[config.mk]
export PLATFORM = sky130hd
export DESIGN_NAME = tra_div
export DESIGN_NICKNAME = d
export VERILOG_FILES = /design/src/hdl/tra_pkg.sv /design/src/hdl/tra_div.sv
export SDC_FILE = /design/constraint.sdc
export NUM_CORES = 2
export LEC_CHECK = 0
export BUFFER_PORTS_ARGS = -buffer_cell sky130_fd_sc_hd__buf_2
export CORE_MARGIN = 10
export CORE_UTILIZATION = 32
export DETAILED_ROUTE_END_ITERATION = 12
export GPL_TIMING_DRIVEN = 0
export SYNTH_ARGS = -nofsm -noshare
export SYNTH_HDL_FRONTEND = slang
export SYNTH_SLANG_ARGS = --single-unit
[constraint.sdc]
create_clock -name i_clk -period 11.4 [get_ports i_clk]
set_input_delay 1.14 -clock i_clk [delete_from_list [all_inputs] [get_ports i_clk]]
set_output_delay 1.14 -clock i_clk [all_outputs]
set_load 0.02 [all_outputs]
[src/hdl/tra_pkg.sv]
// tra_pkg: word types, field widths and fixed-point constants for the tanh pipeline.
// No dependencies; imported by every tra_* module and by tanh_rational_approx.
`default_nettype none

package tra_pkg;

    // input and output words
    typedef struct packed {
        logic signed [15:0] x_in;
        logic               last_in;
    } t_tanh_in;

    typedef struct packed {
        logic signed [15:0] y_out;
        logic               last_out;
    } t_tanh_out;

    // flags that travel beside the arithmetic
    typedef struct packed {
        logic last;
        logic neg;
        logic sat;
    } t_side;

    // widths of the intermediate values (bounded by |x| <= 5.0)
    localparam int W_X   = 16;
    localparam int W_A   = 14;
    localparam int W_S   = 27;
    localparam int W_P1  = 27;
    localparam int W_Q1  = 30;
    localparam int W_P2  = 33;
    localparam int W_Q2  = 36;
    localparam int W_P3  = 38;
    localparam int W_Q3  = 40;
    localparam int W_NUM = W_P3 + W_A;
    localparam int W_DEN = W_Q3 + 1;
    localparam int W_REM = W_NUM + 5;
    localparam int W_QUO = 16;

    localparam logic signed [W_X-1:0] LIMIT_POS = 16'sd10240;
    localparam logic signed [W_X-1:0] LIMIT_NEG = -16'sd10240;
    localparam logic [W_QUO-1:0]      ONE_Q14   = 16'd16384;

    // Horner constants in Q18
    localparam logic [W_P1-1:0] K_P1 = W_P1'(64'd378 << 18);
    localparam logic [W_P2-1:0] K_P2 = W_P2'(64'd17325 << 18);
    localparam logic [W_P3-1:0] K_P3 = W_P3'(64'd135135 << 18);
    localparam logic [W_Q1-1:0] K_Q1 = W_Q1'(64'd3150 << 18);
    localparam logic [W_Q2-1:0] K_Q2 = W_Q2'(64'd62370 << 18);
    localparam logic [W_Q3-1:0] K_Q3 = W_Q3'(64'd135135 << 18);

    // rounding offsets for the shifts by 4 and by 22
    localparam logic [63:0] HALF_4  = 64'd8;
    localparam logic [63:0] HALF_22 = 64'd2097152;

endpackage

`default_nettype wire

[src/hdl/tra_div.sv]
// tra_div: pipelined restoring divider, one quotient bit per stage, round half up.
// Computes (16*num + q3) / (2*q3); depends on tra_pkg.
`default_nettype none

module tra_div
    import tra_pkg::*;
(
    input  wire logic             i_clk,
    input  wire logic             i_rst_n,
    input  wire logic             i_en,
    input  wire logic             i_valid,
    input  wire logic [W_NUM-1:0] i_num,
    input  wire logic [W_Q3-1:0]  i_q3,
    input  wire t_side            i_side,
    output logic                  o_valid,
    output logic [W_QUO-1:0]      o_quo,
    output t_side                 o_side
);

    logic [W_REM-1:0] r_rem  [0:W_QUO];
    logic [W_DEN-1:0] r_den  [0:W_QUO];
    logic [W_QUO-1:0] r_quo  [0:W_QUO];
    t_side            r_side [0:W_QUO];
    logic [W_QUO:0]   r_v;

    // entry stage: rounding folded into dividend and divisor
    always_ff @(posedge i_clk) begin
        if (!i_rst_n) begin
            r_v[0] <= 1'b0;
        end else if (i_en) begin
            r_v[0] <= i_valid;
        end
    end

    always_ff @(posedge i_clk) begin
        if (i_en) begin
            r_rem[0]  <= W_REM'({i_num, 4'b0}) + W_REM'(i_q3);
            r_den[0]  <= {i_q3, 1'b0};
            r_quo[0]  <= '0;
            r_side[0] <= i_side;
        end
    end

    genvar g;
    generate
        for (g = 0; g < W_QUO; g++) begin : g_stage
            logic [W_REM-1:0] n_shd;
            logic [W_REM:0]   n_diff;
            logic             n_ge;

            // trial subtract of den shifted to this stage's quotient bit
            assign n_shd  = W_REM'(r_den[g]) << (W_QUO - 1 - g);
            assign n_diff = {1'b0, r_rem[g]} - {1'b0, n_shd};
            assign n_ge   = !n_diff[W_REM];

            always_ff @(posedge i_clk) begin
                if (!i_rst_n) begin
                    r_v[g+1] <= 1'b0;
                end else if (i_en) begin
                    r_v[g+1] <= r_v[g];
                end
            end

            always_ff @(posedge i_clk) begin
                if (i_en) begin
                    r_rem[g+1]  <= n_ge ? n_diff[W_REM-1:0] : r_rem[g];
                    r_den[g+1]  <= r_den[g];
                    r_quo[g+1]  <= {r_quo[g][W_QUO-2:0], n_ge};
                    r_side[g+1] <= r_side[g];
                end
            end
        end
    endgenerate

    assign o_valid = r_v[W_QUO];
    assign o_quo   = r_quo[W_QUO];
    assign o_side  = r_side[W_QUO];

endmodule

`default_nettype wire

==> load_flow_metrics.sql <==
INSERT INTO impl_metrics (metric_group, metric, value, unit) VALUES
('power', 'pwr-share-comb', '41.5', '%'),
('min_path', 'whs_endpoint', 'r_quo[0][236]$_DFFE_PP_', ''),
('clocking', 'cts.repair_timing.setup_buffer_count', '0', ''),
('place', 'dp_worst_setup_slack', '5335', 'ps'),
('route', 'drtPass1Iterations', '6', ''),
('sta', 'post-route-worst-setup-slack', '5165', 'ps'),
('clocking', 'cts-resized-gates', '0', ''),
('sta', 'clock-skew-final', '67.84', 'ps'),
('sta', 'hold_violations', '0', ''),
('route', 'post-route-drc-count', '0', ''),
('sta', 'finalCritPeriodShare', '54.69', '%'),
('worst_setup_path', 'cp.buffers_inverters', '2', ''),
('global_routing', 'number_of_antenna_violations_at_the_first_check_in_global_routing', '1', ''),
('finish', 'nNetsFinal', '10117', ''),
('worst_setup_path', 'worst-r2r-setup-slack', '5170', 'ps'),
('route', 'met2RoutedLength', '121.5', 'mm'),
('route', 'post_drt_wl_per_cell', '17.75', 'µm'),
('logic_synthesis', 'synth_sequential_area_ratio', '52.50', '%'),
('logic_synthesis', 'yosys_register_bits', '1695', ''),
('floorplanning', 'ios', '119', ''),
('worst_setup_path', 'setup.worst_path.end_class', 'flop', ''),
('clocking', 'worst_skew_pair.late_latency', '880', 'ps'),
('logic_synthesis', 'synth_flop_cell', 'sky130_fd_sc_hd__edfxtp_1', ''),
('min_path', 'min_from', 'r_quo[0][219]$_DFFE_PP_', ''),
('floorplanning', 'die_area', '0.3243', 'mm²'),
('power', 'p_seq_share', '35.4', '%'),
('route', 'wirelength_met1', '91.81', 'mm'),
('power', 'clock_power_share', '23.1', '%'),
('sta', 'setup_total_negative_slack', '0', 'ps'),
('route', 'ant_nets', '0', ''),
('status', 'status', 'finished with violations', ''),
('floorplanning', 'core-area', '0.3003', 'mm²'),
('finish', 'final_cell_area', '0.1091', 'mm²'),
('floorplanning', 'start_util', '32.18', '%'),
('sta', 'slew_worst_pin', '1505', 'ps'),
('worst_setup_path', 'timing.critical_path.slowest_cell_delay', '1200', 'ps'),
('finish', 'area_delta_synth_final', '12.90', '%'),
('finish', 'layout.filler_cells', '29208', ''),
('worst_setup_path', 'reg2reg_to', 'r_rem[0][486]$_DFFE_PP_', ''),
('logic_synthesis', 'netlist_instances', '8990', ''),
('clocking', 'clkSlewWorstSetupHoldPaths', '60', 'ps'),
('route', 'dr_total_vias', '67510', ''),
('clocking', 'cts_max_level', '4', ''),
('worst_setup_path', 'worst_path_max_delay_cell', 'sky130_fd_sc_hd__o21ai_1', ''),
('global_routing', 'groute.usage.overall', '14.17', '%'),
('worst_setup_path', 'worst_ep_arrival_time', '6810', 'ps'),
('worst_setup_path', 'kind_of_cell_with_the_highest_combined_delay_on_the_critical_path', 'compound AO/OA/AOI/OAI gates', ''),
('power', 'worst_ir_drop_vdd', '142.9', 'µV'),
('sta', 'max_clock_freq', '0.1604', 'GHz'),
('clocking', 'holdBufCountCts', '0', ''),
('global_routing', 'grt_pass1_wl', '375.4', 'mm'),
('worst_setup_path', 'crit_type', 'flop to flop', ''),
('min_path', 'worst_hold_path_type', 'flop to flop', ''),
('worst_setup_path', 'critPathLaunchType', 'flop', ''),
('sta', 'number_of_slew_limit_violations_in_the_final_report', '10', ''),
('global_routing', 'vias_in_the_first_global_route', '70691', ''),
('power', 'power.switching', '10.22', 'mW'),
('global_routing', 'maximum_number_of_pins_on_one_net_before_global_route_repair', '193', ''),
('power', 'cellInternalPower', '17.70', 'mW'),
('finish', 'multi_input_comb_area', '0.04167', 'mm²'),
('sta', 'setup_violators_final', '0', ''),
('clocking', 'cts_made_buffers', '204', ''),
('finish', 'antenna-diode-count', '0', ''),
('global_routing', 'overflow', '0', ''),
('logic_synthesis', 'syn-cell-area', '0.09663', 'mm²'),
('run', 'cap_violations', '1', ''),
('status', 'violated_checks', 'max-capacitance violations, max-slew violations', ''),
('place', 'detailed_place_hpwl', '184.5', 'mm'),
('clocking', 'clock_tree.root_cell', 'sky130_fd_sc_hd__clkbuf_16', ''),
('route', 'via_per_inst', '5.025', ''),
('worst_setup_path', 'critical_path.cell_chain', 'ha_1, fa_1, nor2b_1, o2111ai_1, a31oi_1, a221o_1, nand4_1, a21oi_1, a21oi_1, o21ai_1, clkbuf_1, buf_1, a21oi_1', '');
## cell type report
| class | instances | share of cell area (%) |
|---|---|---|
| sequential | 1695 | 46.50 |
| multi-input combinational | 6204 | 38.19 |
| clock buffer | 245 | 4.859 |
| tap | 3958 | 4.539 |
| inverter | 813 | 2.797 |
| clock inverter | 112 | 1.201 |
| buffer | 278 | 1.087 |
| timing repair buffer | 131 | 0.8280 |
## cell families (layout without fill, tap and decap cells)
kind of cell               count (synthesis)  count (layout)  synth area share (%)
AOI/OAI and AO/OA                       2556            2556                 16.28
and+or+nand+nor                         2191            2191                 10.64
DFF                                     1695            1695                 52.50
buffers and inverters                   1091            1579                 4.386
adders and majority gates                691             691                 9.072
xor gates and xnor gates                 687             687                 6.227
muxes                                     79              79                0.8883
## sequential cells by signal, summed over array words and instances, names as in the netlist
name and flops:
r_rem 912, r_den 579, r_quo 136, r_side 51, r_v 16, o_valid 1
## worst register-to-register path, cell delays in order (launching register included)
cell	delay (ps)
sky130_fd_sc_hd__edfxtp_1	410
sky130_fd_sc_hd__ha_1	250
sky130_fd_sc_hd__fa_1	430
sky130_fd_sc_hd__nor2b_1	180
sky130_fd_sc_hd__o2111ai_1	180
sky130_fd_sc_hd__a31oi_1	430
sky130_fd_sc_hd__a221o_1	310
sky130_fd_sc_hd__nand4_1	230
sky130_fd_sc_hd__a21oi_1	620
sky130_fd_sc_hd__a21oi_1	300
sky130_fd_sc_hd__o21ai_1	1200
sky130_fd_sc_hd__clkbuf_1	780
sky130_fd_sc_hd__buf_1	490
sky130_fd_sc_hd__a21oi_1	140
## how the worst max path moves through the flow
stage	start	end	slack [ps]	cells past startpoint
after floorplan	i_num[0]	r_rem[0][56]$_DFFE_PP_	7340	13
after global placement	i_en	r_quo[0][246]$_DFFE_PP_	-17070	1
after detailed placement	r_rem[0][399]$_DFFE_PP_	r_rem[0][478]$_DFFE_PP_	5330	13
after CTS	r_rem[0][399]$_DFFE_PP_	r_rem[0][478]$_DFFE_PP_	5300	13
after global routing	r_rem[0][688]$_DFFE_PP_	r_rem[0][746]$_DFFE_PP_	5060	14
final	r_rem[0][399]$_DFFE_PP_	r_rem[0][486]$_DFFE_PP_	5170	13
## power groups by stage
stage	clock network (mW)	logic [mW]	registers (mW)
global placement	0	11.3	10.3
floorplan	0	8.77	9.63
CTS	6.68	11.5	9.87
finish	6.46	11.6	9.88
detailed placement	0	11.4	9.99
global route	6.95	12.9	10.0
## metrics by stage
step	utilization [%]	power, mW	cells	hold slack [ps]
finish	36.33	27.92	13436	384.3
global route	36.33	29.94	13436	342.3
CTS	36.33	28.04	13435	335.2
detailed placement	34.13	21.42	13078	404.5
global placement	34.03	21.54	13066	401.3
floorplan	-	18.40	8990	400.3
## per-layer routing
layer | vias to the layer above | global-route usage (%)
li1 | 33548 | -
met1 | 31575 | 14.73
met2 | 1694 | 26.65
met3 | 693 | 1.971
met4 | 0 | 8.945
met5 | - | 0
## synthesized netlist by cell type, types with 68 or more instances
master and count:
sky130_fd_sc_hd__nor2b_1 102, sky130_fd_sc_hd__nor2_1 551, sky130_fd_sc_hd__a21oi_1 827, sky130_fd_sc_hd__nand4_1 118
sky130_fd_sc_hd__xor2_1 294, sky130_fd_sc_hd__nand2_1 782, sky130_fd_sc_hd__o21ai_0 629, sky130_fd_sc_hd__xnor2_1 393
sky130_fd_sc_hd__a211oi_1 68, sky130_fd_sc_hd__a21o_1 391, sky130_fd_sc_hd__inv_1 804, sky130_fd_sc_hd__nand3_1 130
sky130_fd_sc_hd__clkbuf_1 207, sky130_fd_sc_hd__o21a_1 75, sky130_fd_sc_hd__o21bai_1 85, sky130_fd_sc_hd__ha_1 675
sky130_fd_sc_hd__nand2b_1 99, sky130_fd_sc_hd__nor3_1 111, sky130_fd_sc_hd__edfxtp_1 1678
No activity file was read; power rests on OpenSTA's default activity.
