$ cat src/hdl/tra_pkg.sv
// tra_pkg: word types, field widths and fixed-point constants for the tanh pipeline.
// No dependencies; imported by every tra_* module and by tanh_rational_approx.
`default_nettype none

package tra_pkg;

    // input and output words
    typedef struct packed {
        logic signed [15:0] x_in;
        logic               last_in;
    } t_tanh_in;

    typedef struct packed {
        logic signed [15:0] y_out;
        logic               last_out;
    } t_tanh_out;

    // flags that travel beside the arithmetic
    typedef struct packed {
        logic last;
        logic neg;
        logic sat;
    } t_side;

    // widths of the intermediate values (bounded by |x| <= 5.0)
    localparam int W_X   = 16;
    localparam int W_A   = 14;
    localparam int W_S   = 27;
    localparam int W_P1  = 27;
    localparam int W_Q1  = 30;
    localparam int W_P2  = 33;
    localparam int W_Q2  = 36;
    localparam int W_P3  = 38;
    localparam int W_Q3  = 40;
    localparam int W_NUM = W_P3 + W_A;
    localparam int W_DEN = W_Q3 + 1;
    localparam int W_REM = W_NUM + 5;
    localparam int W_QUO = 16;

    localparam logic signed [W_X-1:0] LIMIT_POS = 16'sd10240;
    localparam logic signed [W_X-1:0] LIMIT_NEG = -16'sd10240;
    localparam logic [W_QUO-1:0]      ONE_Q14   = 16'd16384;

    // Horner constants in Q18
    localparam logic [W_P1-1:0] K_P1 = W_P1'(64'd378 << 18);
    localparam logic [W_P2-1:0] K_P2 = W_P2'(64'd17325 << 18);
    localparam logic [W_P3-1:0] K_P3 = W_P3'(64'd135135 << 18);
    localparam logic [W_Q1-1:0] K_Q1 = W_Q1'(64'd3150 << 18);
    localparam logic [W_Q2-1:0] K_Q2 = W_Q2'(64'd62370 << 18);
    localparam logic [W_Q3-1:0] K_Q3 = W_Q3'(64'd135135 << 18);

    // rounding offsets for the shifts by 4 and by 22
    localparam logic [63:0] HALF_4  = 64'd8;
    localparam logic [63:0] HALF_22 = 64'd2097152;

endpackage

`default_nettype wire

$ cat src/hdl/tra_out.sv
// tra_out: saturation and sign, output register and skid word.
// Drives the pipeline enable; depends on tra_pkg.
`default_nettype none

module tra_out
    import tra_pkg::*;
(
    input  wire logic             i_clk,
    input  wire logic             i_rst_n,
    input  wire logic             i_valid,
    input  wire logic [W_QUO-1:0] i_quo,
    input  wire t_side            i_side,
    output logic                  o_en,
    output logic                  o_valid,
    input  wire logic             i_ready,
    output t_tanh_out             o_word
);

    logic [W_QUO-1:0] n_mag;
    t_tanh_out        n_word;
    t_tanh_out        r_out;
    t_tanh_out        r_skid;
    logic             r_out_valid;
    logic             r_skid_valid;

    assign n_mag = (i_side.sat || (i_quo > ONE_Q14)) ? ONE_Q14 : i_quo;
    assign n_word.y_out    = i_side.neg ? -$signed(n_mag) : $signed(n_mag);
    assign n_word.last_out = i_side.last;

    // pipeline moves only while the skid word is free
    assign o_en = !r_skid_valid;

    always_ff @(posedge i_clk) begin
        if (!i_rst_n) begin
            r_out_valid  <= 1'b0;
            r_skid_valid <= 1'b0;
        end else if (r_skid_valid) begin
            if (i_ready) begin
                r_skid_valid <= 1'b0;
            end
        end else if (!r_out_valid || i_ready) begin
            r_out_valid <= i_valid;
        end else if (i_valid) begin
            r_skid_valid <= 1'b1;
        end
    end

    always_ff @(posedge i_clk) begin
        if (r_skid_valid) begin
            if (i_ready) begin
                r_out <= r_skid;
            end
        end else if (!r_out_valid || i_ready) begin
            r_out <= n_word;
        end else begin
            r_skid <= n_word;
        end
    end

    assign o_valid = r_out_valid;
    assign o_word  = r_out;

endmodule

`default_nettype wire

$ cat config.mk
export PLATFORM = sky130hd
export DESIGN_NAME = tra_out
export DESIGN_NICKNAME = d
export VERILOG_FILES = /design/src/hdl/tra_pkg.sv /design/src/hdl/tra_out.sv
export SDC_FILE = /design/constraint.sdc
export NUM_CORES = 1
export LEC_CHECK = 0
export ABC_AREA = 1
export BUFFER_PORTS_ARGS = -buffer_cell sky130_fd_sc_hd__buf_2
export CORE_UTILIZATION = 48
export DETAILED_ROUTE_END_ITERATION = 8
export PLACE_DENSITY = 0.75
export SLEW_MARGIN = 20
export SYNTH_ARGS = -nofsm -noshare
export SYNTH_HDL_FRONTEND = slang
export SYNTH_SLANG_ARGS = --single-unit
$ cat constraint.sdc
create_clock -name i_clk -period 2.15 [get_ports i_clk]
set_input_delay 0.1075 -clock i_clk [delete_from_list [all_inputs] [get_ports i_clk]]
set_output_delay 0.1075 -clock i_clk [all_outputs]
set_load 0.01 [all_outputs]
==> results of run 1 <==
## layer usage
metal,track usage [%],vias up
li1,-,814
met1,26.5,644
met2,32.1,47
met3,4.17,2
met4,6.52,0
met5,0,-
## cells in the final DEF (no fill, tap or decap), drive strengths merged
cell    count
xnor2       3
dfxtp       2
inv        17
nand4       4
nand3      11
o311ai      1
ha          1
o31ai       2
a21oi       2
o21ai       7
or2         2
buf        46
a211oi      1
o211ai      4
clkbuf      8
edfxtp     34
nand2      92
xor2        2
nor2       22
nand3b      2
and2        1
clkinv      3
## how the worst min path moves through the flow
stage                           to  slack, ns  depth (start not counted)
4_1_cts        r_skid[0]$_DFFE_PP_       0.03                          1
3_5_place_dp   r_skid[0]$_DFFE_PP_       0.32                          1
6_report       r_skid[0]$_DFFE_PP_       0.03                          1
2_1_floorplan  r_skid[0]$_DFFE_PP_       0.21                          0
5_1_grt        r_skid[0]$_DFFE_PP_       0.02                          1
3_3_place_gp   r_skid[0]$_DFFE_PP_       0.31                          1
## per-stage QoR
step	worst slack, ns	instances	instance area [um^2]	hold WS, ns	power, mW
floorplan	0.0669	218	1930	0.206	1.00
global placement	0.0978	307	2210	0.312	1.09
detailed placement	-0.00707	307	2210	0.318	1.10
CTS	0.287	315	2310	0.0266	1.60
global route	0.0922	315	2310	0.0181	1.67
finish	0.283	315	2310	0.0276	1.59
## final cells by class
type	instances	area, um^2
fill	334	1460
tap	48	60.1
clock buffer	8	100
multi-input combinational	157	767
inverter	20	77.6
sequential	36	1060
timing repair buffer	46	243
## report_power, final
| group | leakage [nW] | switching [mW] | internal (mW) |
|---|---|---|---|
| combinational | 0.693 | 0.145 | 0.0886 |
| clock | 0.0515 | 0.219 | 0.292 |
| sequential | 0.359 | 0.0131 | 0.832 |
| total | 1.10 | 0.377 | 1.21 |
## worst max-delay path: stages
cell	delay, ns
buf_2	0.11
nor2_1	0.17
nand2_1	0.08
nor2_1	0.11
nand2_1	0.10
nand2_4	0.11
nand2_8	0.08
nor2_1	0.16
inv_1	0.07
ha_1	0.23
nand3_1	0.11
nand2_2	0.12
o211ai_1	0.12
nand2_1	0.11
nand2_1	0.07
nand2_1	0.06
## cell families after synthesis
kind of cell,count (synthesis)
adder cells (fa/ha/maj),1
XOR/XNOR,5
AND/OR/NAND/NOR,134
buffers and inverters,25
flip-flops,36
AO/OA/AOI/OAI,17
## state kept, by name, indices dropped and copies added (netlist names)
register,cells
o_valid,1
r_skid,17
o_word,17
r_skid_valid,1
==> summary.md, run 1 <==
| Metric | Value |
|---|---|
| Seq/Total Area, Yosys | 54.9% |
| Clock tree buffer depth | 2 |
| Worst-Margin Slew | 0.745 ns |
| I/O pins | 42 |
| First-pass GRT wire length | 6320 um |
| Clock transition at the registers of the reported paths | 0.07 ns |
| Drt first pass iters | 4 |
| Post-synth ARST share | 0% |
| Share of cells above drive strength 1 | 24.7% |
| Largest net degree at the start of global routing | 19 |
| I/O Buffers | 41 |
| LEAKAGE | 1.10 nW |
| Complex-gate fraction of the synthesized area | 5.70% |
| Num CTS Buffers | 5 |
| TritonCTS clock tree | yes |
| Vias per cell | 4.78 |
| Net Count, Synth | 242 |
| Top routing layer in use | met4 |
| Met3 WL post-DR | 167 um |
| Reg2reg start | r_skid_valid$_SDFF_PN0_ |
| Setup repair bufs after CTS | 0 |
| Initial core utilization | 51.3% |
| Root Driver | clkbuf_8 |
| Initial DRC Count | 93 |
| Area of the core | 3770 um^2 |
| Synth Flop Type | edfxtp_1 |
| Max Clk Rate | 0.536 GHz |
| Proportion of synthesized area in mux cells | 0% |
| Die width | 65.5 um |
| Clk sink count | 36 |
| Setup crit end | o_word[9]$_DFFE_PP_ |
| GRT overflow | 0 |
| Worst Reg-to-Reg Cells | 3 |
| Status | completed |
| Die Y | 65.5 um |
| Minimum clock period | 1.87 ns |
| Met2 WL post-DR | 1720 um |
| H-tree levels | 2 |
| Routed WL | 3730 um |
| Setup slack, reg-to-reg | 0.61 ns |
| Pwr per Cell Area | 689 nW/um^2 |
| Final Hold Viols | 0 |
| Post-synth EDFFs | 34 |
| HP Start | i_side[2] |
| Synth Area in XOR/XNOR | 3.04% |
| Post-Syn Area | 1930 um^2 |
| Max FO, Critical Path | 8 |
| Critical path class | in -> reg |
| Top post-synthesis cells by count | nand2_1, edfxtp_1, nor2_1 |
| Antenna viol nets, final | 0 |
| Post-Route Setup TNS | 0 ns |
| Max capacitance violation total | 0 |
| Mapped Cells | 218 |
| Post-route DRC | 0 |
| Fin crit share | 86.8% |
| Post-synthesis simple-gate area fraction | 30.3% |
| Total track usage | 19.9% |
| Largest family of logic cells by synthesized area | simple AND/OR/NAND/NOR gates |
| CP Launch Point | i_quo[0] |
| Standard-cell rows | 22 |
| Startpoint type of the worst setup path | input port |
| Worst clock skew | 0.00725 ns |
| WL/cell | 11.8 um |
| Final net count | 290 |
| HP Class | in -> reg |
| Vias | 1507 |
| Final core utilization | 61.2% |
| Clk_lat worst skew | 0.28 ns |
| Top post-synthesis cells by area | edfxtp_1, nand2_1, nor2_1, inv_1, nand3_1 |
| Worst endpoint data arrival time | 1.90 ns |
| Adder-cell share of the synthesized area | 0.647% |
| Die area | 4290 um^2 |
| Crit end category | flop |
| Final setup viols | 0 |
| Synth top area share | 52.8% |
| Syn-to-layout area delta | 19.4% |
| Met1 wire length | 1810 um |
| VDD IR-drop max | 0.331 mV |
| Number of global-route vias before repair | 1409 |
| Number of synthesis warnings | 0 |
| Critical path required time | 2.19 ns |
| Slew Limit Headroom | 49.5% |
| Hpwl dp | 2840 um |
| Antenna Cells | 0 |
| Top-count cell post-synth | nand2_1 |
| Area leader, netlist | edfxtp_1 |
| Post-CTS Resized | 0 |
| RSZ-0062 raised after global routing | false |
| Initial antenna violation count | 0 |
| Worst reg2reg endpoint | o_word[14]$_DFFE_PP_ |
| Flops & latches, synth | 36 |
| Placer congestion estimate | 0.917 |
| Library cells used by synthesis | 33 |
| Max-slew violation count | 0 |
| Synthesized area per cell | 8.87 um^2 |
| Post-cts hold buffer count | 0 |
Note: power is estimated with default switching activity, not from simulation.
==> run 2: changes to the inputs <==
CELL_PAD_IN_SITES_DETAIL_PLACEMENT = 0   (was not set)
CELL_PAD_IN_SITES_GLOBAL_PLACEMENT = 1   (was not set)
CORE_UTILIZATION = 36   (was 48)
PLACE_DENSITY = not set   (was 0.75)
PLACE_DENSITY_LB_ADDON = 0.1   (was not set)
RECOVER_POWER = 50   (was not set)
SKIP_LAST_GASP = 1   (was not set)
==> run 2 against run 1 <==
Compared with the run above:
- worst hold slack gained 0.016 ns
- power down 4.8%
- critical path type is now reg -> out
- via count up 0.93%
- cell count increased by 7.0%
- worst setup slack improved by 0.0098 ns
- core utilization shrank 17 points
==> summary.md, run 2 (synthesis gave the netlist of run 1 again) <==
| Metric | Value |
|---|---|
| Post-route insts no fill | 337 (+7.0%) |
| Initial DRC Count | 85 (-8.6%) |
| Flop pwr share | 56.0% (+2.9 points) |
| HP Class | in -> reg |
| Final Hold Viols | 0 (unchanged) |
| Net Switching | 0.378 mW (+0.21%) |
| Worst-Margin Slew | 1.02 ns (+0.276 ns) |
| DP Worst Slack | 0.000348 ns (+0.00741 ns) |
| Num CTS Buffers | 5 (unchanged) |
| Standard-cell rows | 26 (+18%) |
| Share of cells above drive strength 1 | 16.1% (-8.6 points) |
| Pwr per Cell Area | 663 nW/um^2 (-3.7%) |
| P_int | 1.14 mW (-6.4%) |
| Root Driver | clkbuf_8 |
| Antenna Cells | 0 (unchanged) |
| I/O pins | 42 (unchanged) |
| Switching Fraction | 25.0% (+1.3 points) |
| Drt first pass iters | 4 (unchanged) |
| WHS Endpoint | r_skid[0]$_DFFE_PP_ |
| Worst endpoint data arrival time | 1.75 ns (-0.15 ns) |
| Max-slew violation count | 0 (unchanged) |
| Startpoint type of the worst setup path | flop |
| Final net count | 290 (unchanged) |
| Fin crit share | 86.4% (-0.46 points) |
| Pwr Total | 1.51 mW (-4.8%) |
| Die Y | 75.3 um (+15%) |
| Max capacitance violation total | 0 (unchanged) |
| Post-CTS Resized | 0 (unchanged) |
| Crit end category | output port |
| Total track usage | 15.9% (-4.0 points) |
| Placed cell area | 2240 um^2 (+1.2%) |
| Vias per cell | 4.51 (-5.7%) |
| Die width | 75.3 um (+15%) |
| Design Area, Final | 2280 um^2 (-1.1%) |
| Worst clock skew | 0.00486 ns (-0.00239 ns) |
| Placer congestion estimate | 0.804 (-12%) |
| GRT overflow | 0 (unchanged) |
| Critical path class | reg -> out |
| Post-route DRC | 0 (unchanged) |
| Worst hold path depth | 1 (unchanged) |
| LEAKAGE | 1.02 nW (-7.6%) |
| WL/cell | 11.6 um (-1.7%) |
| First-pass GRT wire length | 6600 um (+4.5%) |
| RSZ-0062 raised after global routing | false |
| Clock tree buffer depth | 2 (unchanged) |
| TritonCTS clock tree | yes |
| Hold WS | 0.0438 ns (+0.0162 ns) |
| Commonest non-fill, non-tap cell in the layout | nand2_1 |
| Critical path required time | 2.04 ns (-0.15 ns) |
| Largest net degree at the start of global routing | 19 (unchanged) |
| Most frequent cells in the layout | nand2_1, edfxtp_1, clkbuf_1 |
| Syn-to-layout area delta | 18.1% |
| Minimum clock period | 1.86 ns (-0.00984 ns) |
| Vias | 1521 (+0.93%) |
| Clock transition at the registers of the reported paths | 0.07 ns (about the same) |
| Final worst slack | 0.293 ns (+0.00984 ns) |
| Initial core utilization | 37.6% (-14 points) |
| I/O Buffers | 41 (unchanged) |
| VDD IR-drop max | 0.208 mV (-37%) |
| Clk_lat worst skew | 0.27 ns (about the same) |
| Worst reg2reg endpoint | o_word[2]$_DFFE_PP_ |
| Routed WL | 3920 um (+5.2%) |
| Reg2reg start | r_skid_valid$_SDFF_PN0_ |
| Post-cts hold buffer count | 0 (unchanged) |
| Clk sink count | 36 (unchanged) |
| HP Start | i_side[2] |
| Slew Limit Headroom | 31.9% (-18 points) |
| Worst Reg-to-Reg Cells | 2 (-1) |
| Number of global-route vias before repair | 1413 (+0.28%) |
| Area of the core | 5140 um^2 (+36%) |
| Final setup viols | 0 (unchanged) |
| Setup repair bufs after CTS | 0 (unchanged) |
| Initial antenna violation count | 0 (unchanged) |
| Setup slack, reg-to-reg | 0.35 ns (-0.26 ns) |
| H-tree levels | 2 (unchanged) |
| Status | completed |
| Max FO, Critical Path | 18 (+10) |
| Antenna viol nets, final | 0 (unchanged) |
| Hpwl dp | 2980 um (+5.0%) |
| Logic pwr share | 14.6% (about the same) |
| Cell count after placement | 329 (+7.2%) |
| Clock power frac | 29.4% (-2.8 points) |
| Max Clk Rate | 0.539 GHz (+0.53%) |
| Die area | 5670 um^2 (+32%) |
-- run 2: worst max-delay path: stages, from the launching register on --
cell,delay (ns)
dfxtp_1,0.58
clkinv_1,0.57
buf_2,0.32
-- run 2: final cells by class --
class / count / area (um^2)
clock inverters: 1 / 5.00
repair buffers: 46 / 208
inverters: 20 / 77.6
fillers: 586 / 2860
multi-input cells: 157 / 767
flip-flops and latches: 36 / 1060
clock buffers: 7 / 76.3
well taps: 70 / 87.6
-- run 2: worst max-delay path by stage --
stage                            start                   to  cells past startpoint
6_report       r_skid_valid$_SDFF_PN0_                 o_en                      2
5_1_grt        r_skid_valid$_SDFF_PN0_                 o_en                      2
4_1_cts        r_skid_valid$_SDFF_PN0_                 o_en                      2
3_5_place_dp                  i_quo[7]  o_word[9]$_DFFE_PP_                     16
3_3_place_gp                  i_quo[7]  o_word[9]$_DFFE_PP_                     16
2_1_floorplan     o_valid$_SDFFE_PN0P_  o_word[0]$_DFFE_PP_                      1
-- run 2: routing by layer --
metal  up-vias  track usage (%)  part of all wire [%]
li1        819                -                     -
met3         2             3.75                   3.8
met4         0             5.56                  0.56
met1       664             22.5                    52
met5         -                0                     0
met2        36             23.9                    43
-- run 2: per-stage QoR --
step / setup TNS [ns] / utilization, %
after global placement: -0.00339 / 43.5
after CTS: 0 / 45.1
after detailed placement: 0 / 43.5
after floorplan: 0 / -
after global routing: 0 / 44.4
final: 0 / 44.4
-- run 2: power groups by stage --
stage	logic, mW	clock network (mW)	registers [mW]
CTS	0.238	0.459	0.846
global placement	0.237	0	0.860
finish	0.221	0.446	0.847
detailed placement	0.238	0	0.861
floorplan	0.118	0	0.884
global route	0.256	0.487	0.853
